[config.mk]
export PLATFORM = sky130hd
export DESIGN_NAME = header_frame_checksum_parser
export DESIGN_NICKNAME = d
export VERILOG_FILES = /design/src/design/hfcp_pkg.sv /design/src/design/header_frame_checksum_parser.sv /design/src/design/hfcp_store.sv /design/src/design/hfcp_queue.sv /design/src/design/hfcp_front.sv /design/src/design/hfcp_back.sv
export SDC_FILE = /design/constraint.sdc
export NUM_CORES = 1
export LEC_CHECK = 0
export BUFFER_PORTS_ARGS = -buffer_cell sky130_fd_sc_hd__buf_2
export CORE_ASPECT_RATIO = 1.5
export CORE_MARGIN = 10
export CORE_UTILIZATION = 45
export DETAILED_ROUTE_END_ITERATION = 8
export GPL_ROUTABILITY_DRIVEN = 0
export PLACE_DENSITY_LB_ADDON = 0.1
export SLEW_MARGIN = 20
export SYNTH_ARGS = -nofsm -noshare
export SYNTH_HDL_FRONTEND = slang
export SYNTH_HIERARCHICAL = 1
export SYNTH_SLANG_ARGS = --single-unit
export TNS_END_PERCENT = 50
[constraint.sdc]
create_clock -name aclk -period 9.5 [get_ports aclk]
set_input_delay 0.475 -clock aclk [delete_from_list [all_inputs] [get_ports aclk]]
set_output_delay 0.475 -clock aclk [all_outputs]
set_load 0.03 [all_outputs]
[src/design/hfcp_pkg.sv]
package hfcp_pkg;

    // Longest run of results one frame may produce
    localparam int RUN_CAP = 64;
    localparam int IDX_W   = 6;
    localparam int LEN_W   = 7;
    localparam int QUEUE_DEPTH = 2;

    // Configuration register indexes
    localparam logic [1:0] CFG_SYNC_FIRST  = 2'd0;
    localparam logic [1:0] CFG_SYNC_SECOND = 2'd1;
    localparam logic [1:0] CFG_MAX_PAYLOAD = 2'd2;

    localparam logic [7:0]       SYNC_FIRST_RST  = 8'hAA;
    localparam logic [7:0]       SYNC_SECOND_RST = 8'h55;
    localparam logic [LEN_W-1:0] MAX_PAYLOAD_RST = 7'd64;

    typedef struct packed {
        logic [7:0]       frame_type;
        logic [LEN_W-1:0] frame_length;
    } frame_desc_t;

    typedef struct packed {
        logic             en;
        logic [IDX_W-1:0] addr;
        logic [7:0]       data;
    } store_wr_t;

endpackage

[src/design/header_frame_checksum_parser.sv]
// Sync / type / length / checksum frame parser.
// Input channel (s_valid, s_ready, s_rx_byte) takes one received serial byte
// per transfer. The front end hunts for the two sync bytes, takes type and
// length, writes payload bytes into the payload store and checks the
// 8-bit wrapping sum against the checksum byte. A passing frame goes into a
// two-entry frame queue; the back end replays it on the result channel
// (m_valid, m_ready, m_*) as one transfer per payload byte, last on the
// final one, or as a single transfer with has_byte low for an empty frame.
// Header and sync bytes are taken one per cycle, the checksum byte too while
// the queue has room. Payload bytes of a new frame are held off while an
// earlier frame still drains from the store. Each payload result is read
// through the fetch and load states, set by the store's registered read
// port; the next read starts only once the receiver takes the result. A
// stalled receiver holds the result steady and, once the queue fills, holds
// off the next checksum byte.
// Configuration (cfg_we, cfg_index, cfg_data) writes sync_first, sync_second
// or max_payload by cfg_index. Synchronous reset puts the parser in the
// hunt, empties the queue and restores register defaults; the store keeps
// its contents.
module header_frame_checksum_parser #(
    parameter int BUFFER_DEPTH = 64
) (
    input  logic                       aclk,
    input  logic                       aresetn,
    input  logic                       cfg_we,
    input  logic [1:0]                 cfg_index,
    input  logic [7:0]                 cfg_data,
    input  logic                       s_valid,
    output logic                       s_ready,
    input  logic [7:0]                 s_rx_byte,
    output logic                       m_valid,
    input  logic                       m_ready,
    output logic [7:0]                 m_frame_type,
    output logic [hfcp_pkg::LEN_W-1:0] m_frame_length,
    output logic [hfcp_pkg::IDX_W-1:0] m_byte_index,
    output logic [7:0]                 m_payload_byte,
    output logic                       m_has_byte,
    output logic                       m_last
);
    import hfcp_pkg::*;

    logic             drain_busy;
    logic             queue_full;
    logic             push;
    frame_desc_t      push_desc;
    store_wr_t        store_wr;
    logic             q_pop;
    frame_desc_t      q_desc;
    logic             q_not_empty;
    logic [IDX_W-1:0] rd_addr;
    logic [7:0]       rd_data;

    hfcp_front #(.BUFFER_DEPTH(BUFFER_DEPTH)) u_front (
        .aclk       (aclk),
        .aresetn    (aresetn),
        .cfg_we     (cfg_we),
        .cfg_index  (cfg_index),
        .cfg_data   (cfg_data),
        .s_valid    (s_valid),
        .s_ready    (s_ready),
        .s_rx_byte  (s_rx_byte),
        .drain_busy (drain_busy),
        .queue_full (queue_full),
        .push       (push),
        .push_desc  (push_desc),
        .store_wr   (store_wr)
    );

    hfcp_store #(.BUFFER_DEPTH(BUFFER_DEPTH)) u_store (
        .aclk    (aclk),
        .wr      (store_wr),
        .rd_addr (rd_addr),
        .rd_data (rd_data)
    );

    hfcp_queue u_queue (
        .aclk      (aclk),
        .aresetn   (aresetn),
        .push      (push),
        .push_desc (push_desc),
        .full      (queue_full),
        .pop       (q_pop),
        .pop_desc  (q_desc),
        .not_empty (q_not_empty)
    );

    hfcp_back u_back (
        .aclk           (aclk),
        .aresetn        (aresetn),
        .q_not_empty    (q_not_empty),
        .q_desc         (q_desc),
        .q_pop          (q_pop),
        .drain_busy     (drain_busy),
        .rd_addr        (rd_addr),
        .rd_data        (rd_data),
        .m_valid        (m_valid),
        .m_ready        (m_ready),
        .m_frame_type   (m_frame_type),
        .m_frame_length (m_frame_length),
        .m_byte_index   (m_byte_index),
        .m_payload_byte (m_payload_byte),
        .m_has_byte     (m_has_byte),
        .m_last         (m_last)
    );

endmodule

[src/design/hfcp_store.sv]
module hfcp_store #(
    parameter int BUFFER_DEPTH = 64
) (
    input  logic                     aclk,
    input  hfcp_pkg::store_wr_t      wr,
    input  logic [hfcp_pkg::IDX_W-1:0] rd_addr,
    output logic [7:0]               rd_data
);
    import hfcp_pkg::*;

    localparam int STORE_DEPTH = (BUFFER_DEPTH < RUN_CAP) ? BUFFER_DEPTH : RUN_CAP;
    localparam int AW = (STORE_DEPTH > 1) ? $clog2(STORE_DEPTH) : 1;

    logic [7:0] mem [STORE_DEPTH];
    logic [7:0] rd_data_reg;

    always_ff @(posedge aclk) begin
        if (wr.en) begin
            mem[wr.addr[AW-1:0]] <= wr.data;
        end
        rd_data_reg <= mem[rd_addr[AW-1:0]];
    end

    assign rd_data = rd_data_reg;

endmodule

[src/design/hfcp_queue.sv]
module hfcp_queue (
    input  logic                  aclk,
    input  logic                  aresetn,
    input  logic                  push,
    input  hfcp_pkg::frame_desc_t push_desc,
    output logic                  full,
    input  logic                  pop,
    output hfcp_pkg::frame_desc_t pop_desc,
    output logic                  not_empty
);
    import hfcp_pkg::*;

    localparam int PW = (QUEUE_DEPTH > 1) ? $clog2(QUEUE_DEPTH) : 1;

    frame_desc_t      entry_reg [QUEUE_DEPTH];
    logic [PW-1:0]    wr_ptr_reg;
    logic [PW-1:0]    rd_ptr_reg;
    logic [PW:0]      count_reg;

    function automatic logic [PW-1:0] ptr_inc(input logic [PW-1:0] p);
        ptr_inc = (p == PW'(QUEUE_DEPTH - 1)) ? '0 : p + PW'(1);
    endfunction

    assign full      = (count_reg == (PW+1)'(QUEUE_DEPTH));
    assign not_empty = (count_reg != '0);
    assign pop_desc  = entry_reg[rd_ptr_reg];

    always_ff @(posedge aclk) begin
        if (!aresetn) begin
            wr_ptr_reg <= '0;
            rd_ptr_reg <= '0;
            count_reg  <= '0;
        end else begin
            if (push && !full) begin
                entry_reg[wr_ptr_reg] <= push_desc;
                wr_ptr_reg <= ptr_inc(wr_ptr_reg);
            end
            if (pop && not_empty) begin
                rd_ptr_reg <= ptr_inc(rd_ptr_reg);
            end
            case ({push && !full, pop && not_empty})
                2'b10:   count_reg <= count_reg + (PW+1)'(1);
                2'b01:   count_reg <= count_reg - (PW+1)'(1);
                default: count_reg <= count_reg;
            endcase
        end
    end

endmodule

[src/design/hfcp_front.sv]
module hfcp_front #(
    parameter int BUFFER_DEPTH = 64
) (
    input  logic                  aclk,
    input  logic                  aresetn,
    input  logic                  cfg_we,
    input  logic [1:0]            cfg_index,
    input  logic [7:0]            cfg_data,
    input  logic                  s_valid,
    output logic                  s_ready,
    input  logic [7:0]            s_rx_byte,
    input  logic                  drain_busy,
    input  logic                  queue_full,
    output logic                  push,
    output hfcp_pkg::frame_desc_t push_desc,
    output hfcp_pkg::store_wr_t   store_wr
);
    import hfcp_pkg::*;

    localparam logic [7:0] LEN_CAP =
        8'((BUFFER_DEPTH < RUN_CAP) ? BUFFER_DEPTH : RUN_CAP);

    typedef enum logic [2:0] {
        PH_SYNC1, PH_SYNC2, PH_TYPE, PH_LEN, PH_DATA, PH_CHECK
    } phase_t;

    phase_t           phase_reg;
    logic [7:0]       sync_first_reg;
    logic [7:0]       sync_second_reg;
    logic [LEN_W-1:0] max_payload_reg;
    logic [7:0]       held_type_reg;
    logic [LEN_W-1:0] held_length_reg;
    logic [LEN_W-1:0] fill_count_reg;
    logic [7:0]       running_sum_reg;

    logic [7:0]       len_limit;
    logic [LEN_W-1:0] fill_next;
    logic             accept;

    always_comb begin
        len_limit = {1'b0, max_payload_reg};
        if (len_limit > LEN_CAP) begin
            len_limit = LEN_CAP;
        end
    end

    // Hold payload bytes while the back end still reads the store,
    // and hold the checksum byte while the queue has no room.
    assign s_ready = !((phase_reg == PH_DATA) && drain_busy)
                  && !((phase_reg == PH_CHECK) && queue_full);
    assign accept    = s_valid && s_ready;
    assign fill_next = fill_count_reg + LEN_W'(1);

    assign store_wr.en   = accept && (phase_reg == PH_DATA);
    assign store_wr.addr = fill_count_reg[IDX_W-1:0];
    assign store_wr.data = s_rx_byte;

    assign push = accept && (phase_reg == PH_CHECK) && (s_rx_byte == running_sum_reg);
    assign push_desc.frame_type   = held_type_reg;
    assign push_desc.frame_length = held_length_reg;

    always_ff @(posedge aclk) begin
        if (!aresetn) begin
            sync_first_reg  <= SYNC_FIRST_RST;
            sync_second_reg <= SYNC_SECOND_RST;
            max_payload_reg <= MAX_PAYLOAD_RST;
            phase_reg       <= PH_SYNC1;
            held_type_reg   <= '0;
            held_length_reg <= '0;
            fill_count_reg  <= '0;
            running_sum_reg <= '0;
        end else begin
            if (cfg_we) begin
                case (cfg_index)
                    CFG_SYNC_FIRST:  sync_first_reg  <= cfg_data;
                    CFG_SYNC_SECOND: sync_second_reg <= cfg_data;
                    CFG_MAX_PAYLOAD: max_payload_reg <= cfg_data[LEN_W-1:0];
                    default: ;
                endcase
            end
            if (accept) begin
                case (phase_reg)
                    PH_SYNC1: begin
                        if (s_rx_byte == sync_first_reg) begin
                            phase_reg <= PH_SYNC2;
                        end
                    end
                    PH_SYNC2: begin
                        phase_reg <= (s_rx_byte == sync_second_reg) ? PH_TYPE : PH_SYNC1;
                    end
                    PH_TYPE: begin
                        held_type_reg <= s_rx_byte;
                        phase_reg     <= PH_LEN;
                    end
                    PH_LEN: begin
                        if (s_rx_byte > len_limit) begin
                            phase_reg <= PH_SYNC1;
                        end else begin
                            held_length_reg <= s_rx_byte[LEN_W-1:0];
                            fill_count_reg  <= '0;
                            running_sum_reg <= held_type_reg + s_rx_byte;
                            phase_reg <= (s_rx_byte != 8'd0) ? PH_DATA : PH_CHECK;
                        end
                    end
                    PH_DATA: begin
                        fill_count_reg  <= fill_next;
                        running_sum_reg <= running_sum_reg + s_rx_byte;
                        if (fill_next >= held_length_reg) begin
                            phase_reg <= PH_CHECK;
                        end
                    end
                    PH_CHECK: begin
                        phase_reg <= PH_SYNC1;
                    end
                    default: phase_reg <= PH_SYNC1;
                endcase
            end
        end
    end

endmodule

[src/design/hfcp_back.sv]
module hfcp_back (
    input  logic                       aclk,
    input  logic                       aresetn,
    input  logic                       q_not_empty,
    input  hfcp_pkg::frame_desc_t      q_desc,
    output logic                       q_pop,
    output logic                       drain_busy,
    output logic [hfcp_pkg::IDX_W-1:0] rd_addr,
    input  logic [7:0]                 rd_data,
    output logic                       m_valid,
    input  logic                       m_ready,
    output logic [7:0]                 m_frame_type,
    output logic [hfcp_pkg::LEN_W-1:0] m_frame_length,
    output logic [hfcp_pkg::IDX_W-1:0] m_byte_index,
    output logic [7:0]                 m_payload_byte,
    output logic                       m_has_byte,
    output logic                       m_last
);
    import hfcp_pkg::*;

    typedef enum logic [1:0] {
        ST_IDLE, ST_FETCH, ST_LOAD, ST_EMIT
    } state_t;

    state_t           state_reg;
    logic [7:0]       type_reg;
    logic [LEN_W-1:0] len_reg;
    logic [IDX_W-1:0] idx_reg;
    logic             valid_reg;
    logic [7:0]       payload_reg;
    logic             has_byte_reg;
    logic             last_reg;

    assign q_pop      = (state_reg == ST_IDLE) && q_not_empty;
    assign drain_busy = (state_reg != ST_IDLE) || q_not_empty;
    assign rd_addr    = idx_reg;

    always_ff @(posedge aclk) begin
        if (!aresetn) begin
            state_reg <= ST_IDLE;
            valid_reg <= 1'b0;
        end else begin
            case (state_reg)
                ST_IDLE: begin
                    if (q_not_empty) begin
                        type_reg <= q_desc.frame_type;
                        len_reg  <= q_desc.frame_length;
                        idx_reg  <= '0;
                        if (q_desc.frame_length == '0) begin
                            payload_reg  <= '0;
                            has_byte_reg <= 1'b0;
                            last_reg     <= 1'b1;
                            valid_reg    <= 1'b1;
                            state_reg    <= ST_EMIT;
                        end else begin
                            state_reg <= ST_FETCH;
                        end
                    end
                end
                // store read data lands at the end of this cycle
                ST_FETCH: state_reg <= ST_LOAD;
                ST_LOAD: begin
                    payload_reg  <= rd_data;
                    has_byte_reg <= 1'b1;
                    last_reg     <= ({1'b0, idx_reg} + LEN_W'(1)) == len_reg;
                    valid_reg    <= 1'b1;
                    state_reg    <= ST_EMIT;
                end
                ST_EMIT: begin
                    if (m_ready) begin
                        valid_reg <= 1'b0;
                        if (last_reg) begin
                            state_reg <= ST_IDLE;
                        end else begin
                            idx_reg   <= idx_reg + IDX_W'(1);
                            state_reg <= ST_FETCH;
                        end
                    end
                end
                default: state_reg <= ST_IDLE;
            endcase
        end
    end

    assign m_valid        = valid_reg;
    assign m_frame_type   = type_reg;
    assign m_frame_length = len_reg;
    assign m_byte_index   = idx_reg;
    assign m_payload_byte = payload_reg;
    assign m_has_byte     = has_byte_reg;
    assign m_last         = last_reg;

endmodule
==> reports/metrics.cfg <==
[yosys]
ys_ff_latch=645
synth_most_common_cell=edfxtp_1
ys_types=81
synth_edf_count=573
ys_seq_area_share_pct=70.2
syn_area_um2=26600
synth_top_cell_area_share_pct=64.7
async_reset_ff_share_pct=0
yosysWarnings=6
synth_cells=1560
synthTopCellsByCount=573 x edfxtp_1, 126 x mux4_2, 106 x nor2_1, 103 x nand2_1, 72 x dfxtp_1
synth_area_per_cell_um2=17.0
synth-main-ff-cell=edfxtp_1
syn-num-nets=1613
synth.area.top_cells=edfxtp_1 65%, mux4_2 11%, dfxtp_1 5.4%
yosys.area.top_type=edfxtp_1

[routing]
routed_via_density=5.81
ant_nets=0
dr.first_iter.drc_count=876
routed_wl_um=68300
via_count=14109
drt_pass1_iterations=5
wl_per_cell_um=28.1
drc=0

[clock_tree]
cts-root-buf=clkbuf_16
postCtsHoldBufs=0
htreeDepth=2
path_clk_slew_ns=0.06
clock_latency_ns=0.62
postCtsResizedCells=0
clock_path_buffers=3
cts_tree=done
postCtsSetupBuffers=0
cts.sinks=645
cts_buffers=59

[floorplanning]
io-pin-count=56
dieHeight_um=318
dieArea_um2=69400
fp.coreArea_um2=58800
fp-row-count=109
die_w_um=218
start_util_pct=45.2

[layout]
largest_reg_flops=512
nNetsFinal=1654
stdcell_count=2428
drive_above_1_share_pct=21.4
fin_util_pct=50.2
syn2layout_area_growth_pct=10.9
diodes=0
ff_latch_area_um2=18600
fillers=4823
multiInputGateArea_um2=7270

[pwr]
irDropWorstVdd_mv=0.140
power_density_nw_per_um2=193
p_leak_nw=9.93

[placed_design]
place_ws_ns=5.59
port_buffers=55
dpl.hpwl_um=45000
dp.cells=2317

[setup_path]
worst_ep_required_time_ns=9.74
cp_data_arrival_time_ns=4.22
worstSetupPathType=reg -> reg
r2r_setup_slack_ns=5.52
startpoint_type=register
path_max_fanout=17
end_kind=register

[sta]
fin_worst_skew_ns=0.0158
drv_slew=0
relSlewSlack_pct=33.4
worst_slew_pin_slew_ns=0.999
fin_crit_ns=3.98
hold_slack_ns=0.111
period_share_pct=41.9
rsz0062_at_grt=no
worst_slack_ns=5.52
finalSetupTns_ns=0
hold_viol=0
finalSetupViolations=0
max_freq_mhz=251

[min_path]
hold_class=in -> reg

[global_routing]
grt_pass1_wl_um=102000
grt_overflow_total=0
grtUsageTotal_pct=19.8
antenna_found_initial=0
first_global_vias=14883
grt_max_degree=71

[run]
drv_cap=0

[outcome]
status=complete, no violations

critical path: stages, from the launching register on:
cell	delay (ns)
dfxtp_1	0.34
inv_1	0.12
ha_1	0.30
nand2b_1	0.19
nor3b_2	0.80
nor2b_1	0.34
nand3_1	0.65
nor2_1	0.86
per-stage QoR:
stage          area (µm²)  total power (W)
2_1_floorplan       26600          0.00320
3_3_place_gp        27400          0.00325
3_5_place_dp        27400          0.00325
4_1_cts             29500          0.00574
5_1_grt             29500          0.00586
6_report            29500          0.00569
placed cells by master, fill, tap and decap left out, types with 8 or more instances in the layout:
cell type,n
edfxtp_1,573
mux4_2,126
nor2_1,106
nand2_1,103
dfxtp_1,72
clkbuf_16,61
buf_2,55
a21oi_1,42
mux2i_1,38
xnor2_1,36
nand3_1,36
ha_1,29
mux2_2,25
buf_4,24
inv_1,22
nor2b_1,21
o21ai_0,19
and2_1,15
nand4_1,15
clkinv_2,14
nand2b_1,11
xor2_1,11
bufinv_16,9
o22ai_1,9
clkinv_1,8
nor3_1,8
a211oi_1,8
o31ai_1,8
o221ai_1,8
report_power, final:
part	total [W]	switching, W	internal [W]
combinational	0.000103	0.0000795	0.0000231
clock	0.00250	0.00106	0.00144
sequential	0.00308	0.00000242	0.00308
total	0.00569	0.00114	0.00455
final timing paths:
path	cells past startpoint	start	end
worst min-delay path	3	cfg_data[7]	u_front/sync_first_reg[7]
worst min register to register	2	u_front/sync_second_reg[3]	u_front/sync_second_reg[3]
worst max-delay path	7	u_back/state_reg[1]	u_store/mem[46][7]
worst max register to register	7	u_back/state_reg[1]	u_store/mem[46][7]
per-layer routing:
metal / share of wire, % / routed length, µm / GRT usage (%)
met2: 55 / 37600 / 36.1
met3: 4.5 / 3040 / 3.18
met1: 37 / 25400 / 22.8
met4: 3.4 / 2320 / 6.90
met5: 0 / 0 / 0
cell families (layout without fill, tap and decap cells):
group	Yosys count	in the layout	synth area share (%)
AOI/OAI and AO/OA	163	163	4.32
muxes	193	193	13.3
and+or+nand+nor	358	358	6.51
adders and majority gates	30	30	1.44
xor gates and xnor gates	48	48	1.63
DFF	645	645	70.2
buffers and inverters	123	214	2.60
layout make-up:
class,count,area share (%)
Multi-Input combinational cell,792,24.6
Tap cell,777,3.30
Clock buffer,70,5.39
Timing Repair Buffer,79,1.54
Inverter,24,0.306
Sequential cell,645,63.3
Clock inverter,41,1.55
(Power assumes the default switching activity.)
